`src/hdl/rrts_pkg.sv`:
```
// ----------------------------------------------------------------------------
// rrts_pkg: shared types and constants of the round-robin task scheduler
// Slot count, field types, codes and small helpers used by the queue and top.
// ----------------------------------------------------------------------------
package rrts_pkg;

    // Number of task slots and the widths that follow from it
    localparam int TASK_SLOTS = 16;
    localparam int SLOT_W     = (TASK_SLOTS > 1) ? $clog2(TASK_SLOTS) : 1;
    localparam int FILL_W     = $clog2(TASK_SLOTS + 1);

    // Configuration port
    localparam int CFG_IDX_W  = 2;
    localparam int CFG_DATA_W = 16;
    localparam logic [CFG_IDX_W-1:0] CFG_QUANTUM_LENGTH = 2'd0;
    localparam logic [CFG_IDX_W-1:0] CFG_IDLE_SLOT      = 2'd1;

    // Reset values
    localparam logic [15:0] QUANTUM_RESET = 16'd10;

    // Action codes
    localparam logic [1:0] ACT_TICK     = 2'd0;
    localparam logic [1:0] ACT_ENQUEUE  = 2'd1;
    localparam logic [1:0] ACT_SCHEDULE = 2'd2;
    localparam logic [1:0] ACT_NOP      = 2'd3;

    // Target list codes
    localparam logic [1:0] TGT_FREE     = 2'd0;
    localparam logic [1:0] TGT_READY    = 2'd1;
    localparam logic [1:0] TGT_KEYBOARD = 2'd2;
    localparam logic [1:0] TGT_OTHER    = 2'd3;

    // Slot state codes
    localparam logic [1:0] TS_READY   = 2'd0;
    localparam logic [1:0] TS_RUN     = 2'd1;
    localparam logic [1:0] TS_BLOCKED = 2'd2;
    localparam logic [1:0] TS_ZOMBIE  = 2'd3;

    // One input item
    typedef struct packed {
        logic [1:0] action;
        logic [3:0] task_slot;
        logic [1:0] target_list;
        logic       keys_pending;
        logic       uart_has_data;
    } t_item;

    // One result item
    typedef struct packed {
        logic [3:0]  running_slot;
        logic        switched;
        logic        quantum_expired;
        logic [1:0]  slot_state;
        logic [31:0] switch_total;
        logic [31:0] tick_total;
        logic        queue_full;
        logic [4:0]  ready_count;
        logic [4:0]  waiting_count;
    } t_result;

    // Queue operation request for one step
    typedef struct packed {
        logic push;   // push an entry
        logic front;  // push at the head instead of the tail
        logic pop;    // remove the head entry
    } t_q_ctrl;

    // Reduce a 4-bit slot number modulo the slot count
    function automatic logic [SLOT_W-1:0] slot_mod(input logic [3:0] x);
        logic [SLOT_W+3:0] v;
        v = {{SLOT_W{1'b0}}, x};
        for (int i = 0; i < 8; i++) begin
            if (v >= (SLOT_W+4)'(TASK_SLOTS)) begin
                v = v - (SLOT_W+4)'(TASK_SLOTS);
            end
        end
        return v[SLOT_W-1:0];
    endfunction

    // Slot index to the 4-bit result field
    function automatic logic [3:0] slot_field(input logic [SLOT_W-1:0] s);
        logic [SLOT_W+3:0] v;
        v = {4'b0000, s};
        return v[3:0];
    endfunction

    // Fill count to the 5-bit result field
    function automatic logic [4:0] count_field(input logic [FILL_W-1:0] f);
        logic [FILL_W+4:0] v;
        v = {5'b00000, f};
        return v[4:0];
    endfunction

endpackage

```
`src/hdl/rrts_queue.sv`:
```
// ----------------------------------------------------------------------------
// rrts_queue: ring deque of task slot numbers
// Push at tail or head, pop at head, one operation per cycle. A push to a
// full ring is dropped; the caller reads o_full to flag it.
// ----------------------------------------------------------------------------
module rrts_queue
    import rrts_pkg::*;
(
    input  logic              i_clk,
    input  logic              i_rst_n,
    input  t_q_ctrl           i_ctrl,
    input  logic [SLOT_W-1:0] i_data,
    output logic [SLOT_W-1:0] o_head_data,
    output logic [FILL_W-1:0] o_fill,
    output logic              o_full
);

    localparam logic [SLOT_W-1:0] LAST_IDX = SLOT_W'(TASK_SLOTS - 1);

    logic [SLOT_W-1:0] r_ring [TASK_SLOTS];
    logic [SLOT_W-1:0] r_head, n_head;
    logic [FILL_W-1:0] r_fill, n_fill;
    logic [SLOT_W-1:0] head_dec, head_inc, tail_idx, wr_idx;
    logic [SLOT_W:0]   tail_sum;
    logic              wr_en;

    assign o_full      = (r_fill == FILL_W'(TASK_SLOTS));
    assign o_head_data = r_ring[r_head];
    assign o_fill      = r_fill;

    // Ring index arithmetic, wrapping at the slot count
    always_comb begin
        head_dec = (r_head == '0) ? LAST_IDX : r_head - 1'b1;
        head_inc = (r_head == LAST_IDX) ? '0 : r_head + 1'b1;
        tail_sum = {1'b0, r_head} + (SLOT_W+1)'(r_fill);
        if (tail_sum >= (SLOT_W+1)'(TASK_SLOTS)) begin
            tail_sum = tail_sum - (SLOT_W+1)'(TASK_SLOTS);
        end
        tail_idx = tail_sum[SLOT_W-1:0];
    end

    // Next pointer and fill
    always_comb begin
        n_head = r_head;
        n_fill = r_fill;
        wr_en  = 1'b0;
        wr_idx = tail_idx;
        if (i_ctrl.push && !o_full) begin
            wr_en  = 1'b1;
            n_fill = r_fill + 1'b1;
            if (i_ctrl.front) begin
                n_head = head_dec;
                wr_idx = head_dec;
            end
        end else if (i_ctrl.pop && (r_fill != '0)) begin
            n_head = head_inc;
            n_fill = r_fill - 1'b1;
        end
    end

    // Pointers
    always_ff @(posedge i_clk) begin
        if (!i_rst_n) begin
            r_head <= '0;
            r_fill <= '0;
        end else begin
            r_head <= n_head;
            r_fill <= n_fill;
        end
    end

    // Ring storage, no reset: entries are read only after being written
    always_ff @(posedge i_clk) begin
        if (wr_en) begin
            r_ring[wr_idx] <= i_data;
        end
    end

endmodule

```
`src/hdl/round_robin_task_scheduler.sv`:
```
// ----------------------------------------------------------------------------
// round_robin_task_scheduler: round-robin scheduler over task slots
// Pipeline: the item is held in the input register, then the step result is
//   held in the result register until it transfers.
// Throughput: one item per cycle, set by the single-pass update of slot state
//   and queues between the two registers; a stalled result holds the input.
// Reset: synchronous, active low; clears queues, counters and slot states,
//   quantum to 10, running slot to 1. No clearing pass is needed.
// ----------------------------------------------------------------------------
module round_robin_task_scheduler
    import rrts_pkg::*;
(
    input  logic                  i_clk,
    input  logic                  i_rst_n,
    // input items
    input  logic                  i_in_valid,
    output logic                  o_in_ready,
    input  t_item                 i_in_item,
    // results
    output logic                  o_out_valid,
    input  logic                  i_out_ready,
    output t_result               o_out_item,
    // configuration writes
    input  logic                  i_cfg_valid,
    output logic                  o_cfg_ready,
    input  logic [CFG_IDX_W-1:0]  i_cfg_index,
    input  logic [CFG_DATA_W-1:0] i_cfg_data
);

    // Configuration registers
    logic [15:0] r_qlen;
    logic [3:0]  r_idle;

    // Pipeline registers
    t_item   r_in;
    logic    r_in_vld;
    t_result r_out, n_out;
    logic    r_out_vld;
    logic    advance;

    // Scheduler state
    logic [15:0]       r_quantum, n_quantum;
    logic [SLOT_W-1:0] r_cur, n_cur;
    logic [1:0]        r_status [TASK_SLOTS];
    logic [1:0]        n_status [TASK_SLOTS];
    logic [31:0]       r_ticks    [TASK_SLOTS];
    logic [31:0]       r_switches [TASK_SLOTS];

    // Queue interface
    t_q_ctrl           rq_ctrl, wq_ctrl;
    logic [SLOT_W-1:0] rq_head, wq_head, q_data;
    logic [FILL_W-1:0] rq_fill, wq_fill;
    logic              rq_full, wq_full;

    // Step working values
    logic [SLOT_W-1:0] slot, idle, pick, shown;
    logic              do_tick, switched, full;
    logic [31:0]       tick_sum, sw_sum;

    // Handshakes
    assign advance     = r_in_vld && (!r_out_vld || i_out_ready);
    assign o_in_ready  = !r_in_vld || advance;
    assign o_out_valid = r_out_vld;
    assign o_out_item  = r_out;
    assign o_cfg_ready = 1'b1;

    // Configuration writes
    always_ff @(posedge i_clk) begin
        if (!i_rst_n) begin
            r_qlen <= QUANTUM_RESET;
            r_idle <= 4'd0;
        end else if (i_cfg_valid) begin
            if (i_cfg_index == CFG_QUANTUM_LENGTH) begin
                r_qlen <= i_cfg_data[15:0];
            end else if (i_cfg_index == CFG_IDLE_SLOT) begin
                r_idle <= i_cfg_data[3:0];
            end
        end
    end

    rrts_queue u_ready_q (
        .i_clk       (i_clk),
        .i_rst_n     (i_rst_n),
        .i_ctrl      (rq_ctrl),
        .i_data      (q_data),
        .o_head_data (rq_head),
        .o_fill      (rq_fill),
        .o_full      (rq_full)
    );

    rrts_queue u_wait_q (
        .i_clk       (i_clk),
        .i_rst_n     (i_rst_n),
        .i_ctrl      (wq_ctrl),
        .i_data      (q_data),
        .o_head_data (wq_head),
        .o_fill      (wq_fill),
        .o_full      (wq_full)
    );

    // One step of the scheduler on the registered item
    always_comb begin
        slot      = slot_mod(r_in.task_slot);
        idle      = slot_mod(r_idle);
        q_data    = slot;
        rq_ctrl   = '0;
        wq_ctrl   = '0;
        n_quantum = r_quantum;
        n_cur     = r_cur;
        n_status  = r_status;
        pick      = idle;
        shown     = r_cur;
        do_tick   = 1'b0;
        switched  = 1'b0;
        full      = 1'b0;

        unique case (r_in.action)
            ACT_TICK: begin
                do_tick   = 1'b1;
                n_quantum = r_quantum - 16'd1;
            end
            ACT_ENQUEUE: begin
                unique case (r_in.target_list)
                    TGT_FREE:  n_status[slot] = TS_ZOMBIE;
                    TGT_READY: n_status[slot] = TS_READY;
                    default:   n_status[slot] = TS_BLOCKED;
                endcase
                if (slot != idle) begin
                    if (r_in.target_list == TGT_READY) begin
                        rq_ctrl.push = advance;
                        full         = rq_full;
                    end else if (r_in.target_list == TGT_KEYBOARD) begin
                        wq_ctrl.push  = advance;
                        wq_ctrl.front = r_in.keys_pending;
                        full          = wq_full;
                    end
                end
                shown = slot;
            end
            ACT_SCHEDULE: begin
                // keyboard waiter first when the receive buffer has data
                if (r_in.uart_has_data && (wq_fill != '0)) begin
                    pick        = wq_head;
                    wq_ctrl.pop = advance;
                end else if (rq_fill != '0) begin
                    pick        = rq_head;
                    rq_ctrl.pop = advance;
                end
                n_quantum = r_qlen;
                if (pick != r_cur) begin
                    n_status[r_cur] = TS_READY;
                    n_status[pick]  = TS_RUN;
                    n_cur           = pick;
                    switched        = 1'b1;
                end
                shown = pick;
            end
            ACT_NOP: begin
            end
        endcase

        // Counters of the slot running after the step, one read each
        tick_sum = r_ticks[n_cur] + 32'(do_tick);
        sw_sum   = r_switches[n_cur] + 32'(switched);

        n_out.running_slot    = slot_field(n_cur);
        n_out.switched        = switched;
        n_out.quantum_expired = (n_quantum == 16'd0);
        n_out.slot_state      = n_status[shown];
        n_out.switch_total    = sw_sum;
        n_out.tick_total      = tick_sum;
        n_out.queue_full      = full;
        n_out.ready_count     = count_field(rq_fill
                                    + FILL_W'(rq_ctrl.push && !rq_full)
                                    - FILL_W'(rq_ctrl.pop));
        n_out.waiting_count   = count_field(wq_fill
                                    + FILL_W'(wq_ctrl.push && !wq_full)
                                    - FILL_W'(wq_ctrl.pop));
    end

    // Input register
    always_ff @(posedge i_clk) begin
        if (!i_rst_n) begin
            r_in_vld <= 1'b0;
        end else if (o_in_ready) begin
            r_in_vld <= i_in_valid;
        end
    end

    always_ff @(posedge i_clk) begin
        if (o_in_ready && i_in_valid) begin
            r_in <= i_in_item;
        end
    end

    // Result register
    always_ff @(posedge i_clk) begin
        if (!i_rst_n) begin
            r_out_vld <= 1'b0;
        end else if (advance) begin
            r_out_vld <= 1'b1;
        end else if (i_out_ready) begin
            r_out_vld <= 1'b0;
        end
    end

    always_ff @(posedge i_clk) begin
        if (advance) begin
            r_out <= n_out;
        end
    end

    // Scheduler state update on each completed step
    always_ff @(posedge i_clk) begin
        if (!i_rst_n) begin
            r_quantum <= QUANTUM_RESET;
            r_cur     <= SLOT_W'(1);
            for (int i = 0; i < TASK_SLOTS; i++) begin
                r_status[i]   <= TS_READY;
                r_ticks[i]    <= '0;
                r_switches[i] <= '0;
            end
        end else if (advance) begin
            r_quantum <= n_quantum;
            r_cur     <= n_cur;
            r_status  <= n_status;
            if (do_tick) begin
                r_ticks[n_cur] <= tick_sum;
            end
            if (switched) begin
                r_switches[n_cur] <= sw_sum;
            end
        end
    end

    // Checks
    a_fill_bound: assert property (@(posedge i_clk) disable iff (!i_rst_n)
        (rq_fill <= FILL_W'(TASK_SLOTS)) && (wq_fill <= FILL_W'(TASK_SLOTS)))
        else $error("queue fill beyond slot count");

    a_full_flag: assert property (@(posedge i_clk) disable iff (!i_rst_n)
        (o_out_valid && o_out_item.queue_full) |->
            ((rq_fill == FILL_W'(TASK_SLOTS)) || (wq_fill == FILL_W'(TASK_SLOTS))))
        else $error("dropped push reported while no queue is full");

    a_switch_run: assert property (@(posedge i_clk) disable iff (!i_rst_n)
        (advance && switched) |=> (r_out.slot_state == TS_RUN) && r_out.switched)
        else $error("switched-to slot not marked running");

    a_tick_dec: assert property (@(posedge i_clk) disable iff (!i_rst_n)
        (advance && (r_in.action == ACT_TICK)) |=>
            (r_quantum == 16'($past(r_quantum) - 16'd1)))
        else $error("tick did not decrement the quantum");

endmodule
```
`config.mk`:
```
export PLATFORM = sky130hd
export DESIGN_NAME = round_robin_task_scheduler
export DESIGN_NICKNAME = d
export VERILOG_FILES = /design/src/hdl/rrts_pkg.sv /design/src/hdl/rrts_queue.sv /design/src/hdl/round_robin_task_scheduler.sv
export SDC_FILE = /design/constraint.sdc
export NUM_CORES = 2
export LEC_CHECK = 0
export ABC_AREA = 1
export BUFFER_PORTS_ARGS = -buffer_cell sky130_fd_sc_hd__buf_2
export CAP_MARGIN = 20
export CORE_MARGIN = 8
export CORE_UTILIZATION = 53
export DETAILED_ROUTE_END_ITERATION = 8
export PLACE_DENSITY = 0.69
export SLEW_MARGIN = 20
export SYNTH_ARGS = -nofsm -noshare
export SYNTH_HDL_FRONTEND = slang
export SYNTH_HIERARCHICAL = 1
export SYNTH_SLANG_ARGS = --single-unit
```
`constraint.sdc`:
```
create_clock -name i_clk -period 9.7 [get_ports i_clk]
set_input_delay 1.94 -clock i_clk [delete_from_list [all_inputs] [get_ports i_clk]]
set_output_delay 1.94 -clock i_clk [all_outputs]
set_load 0.01 [all_outputs]
```
==> run summary <==
run status - completed
largest net degree at the start of global routing - 169
post-cts gate resize count - 0
Arrival @ worst endpoint - 7.53 ns
Synth Instances - 8379
first-pass GRT wire length - 327 mm
synthesis warning total - 6
GP Congestion - 0.932
Power Density - 186 nW/um2
Reg2Reg Depth - 24
Peak VDD IR - 0.193 mV
Synth async-reset ratio - 0
sequential share of power - 0.467
starting density of the core - 0.531
synthesized area per cell - 8.41 um2
final setup margin - 2.79 ns
drt total wl - 220 mm
Worst Clk Skew - 0.0304 ns
Fin Hold WS - 0.483 ns
drt first pass iters - 8
GRT overflow - 0
mapped cell area - 70500 um2
Psw - 4120 uW
Area growth syn-to-layout - 8.37%
post-layout util - 0.575
average wire per standard cell - 21.6 um
CTS Buffer Depth - 3
Startpoint Class - flop
most common cell after layout, fill and taps aside - nand2_1
H-tree lvl count - 4
via-per-instance ratio - 5.65
Skew-Pair Late Insertion Delay - 0.80 ns
clock sink total - 1345
Comb power frac - 0.156
# setup viols final - 0
Synth Register Bits - 1345
Fmax achieved - 145 MHz
post-synth top area share - 0.531
DRC - 0
CP required - 10.32 ns
Switching Fraction - 0.290
Via Count - 57500
Crit. End Element - flop
row cnt - 134
Yosys cell types - 53
Slew HR - 0.232
Post-synth EDFFs - 1245
I/O Pins - 119
crit-path max FO - 65
commonest cells after routing, fill and taps aside - nand2_1 (2793), edfxtp_1 (1245), inv_1 (1126)
Final ANT Viol Nets - 0
Tot Pwr - 14200 uW
Port-buffer cells - 117
Final Cycle Share - 0.713
Synth area leaders - edfxtp_1 (53%), nand2_1 (15%), inv_1 (6.2%), nor2_1 (4.5%), a21oi_1 (3.5%)
worst slack at placement - 2.68 ns
Die H - 381 um
Final Hold Viols - 0
gr usage total - 0.292
initial antenna violation count - 1
clock network power share - 0.377
Max Slew Vio Count - 0
Int Pwr - 10100 uW
share of cells above drive strength 1 - 0.0917
clock slew at reported path FFs - 0.06 ns
worst setup path category - flop to flop
hpwl dp - 120 mm
HP Class - flop to flop
Pleak - 0.0337 uW
ANT cells - 0
clock period minus worst slack - 6.91 ns
CTS tree - yes
register area share after synthesis - 0.559
setup TNS - 0 ns
cell accounting for the most synthesized area - edfxtp_1
Setup Buffers After CTS - 0
number of global-route vias before repair - 54400
die width - 381 um
Core ar. - 133000 um2
starting DRC count in detailed routing - 7224
Top FF cell, synth - edfxtp_1
Reg2Reg Setup Slack - 2.79 ns
total CTS buffers - 146
DIE AREA - 145000 um2
RSZ-0062 raised after global routing - no
Hold Path Cell Cnt - 2
Hold Buf Count CTS - 0
worst slew pin tran - 1.15 ns
# nets final - 8355
Worst R2R End - r_switches[14][30]
max-cap violations - 0
CP endpoint - r_switches[14][30]
Hold Crit Start - r_qlen[3]
CTS Root Cell - clkbuf_16
worst min path at each step:
stage                            to  slack (ns)
after floorplan           r_qlen[1]        0.43
after global placement    r_qlen[1]        0.46
after detailed placement  r_qlen[3]        0.47
after CTS                 r_qlen[3]        0.48
after global routing      r_qlen[3]        0.51
final                     r_qlen[3]        0.48
stage by stage:
step	std cells	cell area, um2
floorplan	8382	70500
global placement	9899	71900
detailed placement	9899	71900
CTS	10200	76400
global route	10200	76400
finish	10200	76400
critical path, cell delays in order (launching register included):
cell and delay, ns:
dfxtp_1 1.03, o211ai_1 0.20, nand3_1 0.14, nand3_1 0.15, nand2_1 0.12, inv_1 0.06, nand2_2 0.07, nand2_1 0.05
nand2_1 0.09, nand3_4 0.53, nand2_8 0.73, nor2_2 0.22, inv_1 0.50, o22ai_1 0.16, o21ai_0 0.22, nand2_1 0.08
nor2_1 0.21, ha_1 0.26, ha_1 0.23, nand2_1 0.08, nor2_2 0.29, nand2_1 0.25, nor2_2 0.29, nand3_2 0.42
a21oi_1 0.29
Yosys cell counts (all sizes together) (16+ instances only):
master  number
nand2     2879
o211ai      40
a21oi      551
ha          37
nand3      422
nor2       934
nor3        41
edfxtp    1245
nand3b      91
xor2        34
clkbuf     169
dfxtp      100
inv       1186
buf        317
a22oi       34
a211oi      16
o21ai      206
o22ai       18
cells by family after synthesis:
kind of cell,synth area share
simple gates,0.256
buf+inv,0.0991
flops,0.559
compound gates,0.0710
fa+ha+maj,0.00827
other cells,0.000107
xor+xnor,0.00694
power groups by stage:
stage | combinational (uW) | sequential, uW | clock [uW]
after CTS | 2170 | 6630 | 5380
after global placement | 2130 | 6740 | 0
after floorplan | 1500 | 6740 | 0
after detailed placement | 2160 | 6750 | 0
after global routing | 2410 | 6650 | 5600
final | 2210 | 6630 | 5340
layer usage:
layer / track usage / vias to the layer above / part of all wire
met2: 0.478 / 3498 / 0.46
met4: 0.142 / 0 / 0.053
li1: - / 26400 / -
met3: 0.0614 / 737 / 0.12
met5: 0 / - / 0
met1: 0.372 / 26800 / 0.37
layout make-up:
type	instances	area [um2]
clock buffers	203	4030
well taps	1768	2210
inverters	1188	4480
flip-flops and latches	1345	39400
repair buffers	235	1510
multi-input cells	5363	24300
fillers	11700	56400
clock inverters	59	445
sequential cells by signal (all words and copies together), names as in the netlist, named ones only:
register and count:
u_ready_q/o_fill 5, r_quantum 16, u_wait_q/r_ring 64, r_in 6
u_ready_q/r_head 4, idle 4, r_qlen 16, r_cur 4
r_switches 512, r_in_vld 1, o_out_valid 1, q_data 4
r_ticks 512, o_out_item 83, u_ready_q/r_ring 64, u_wait_q/o_fill 5
u_wait_q/r_head 4, r_status 32
Power figures use the tool's default switching activity.
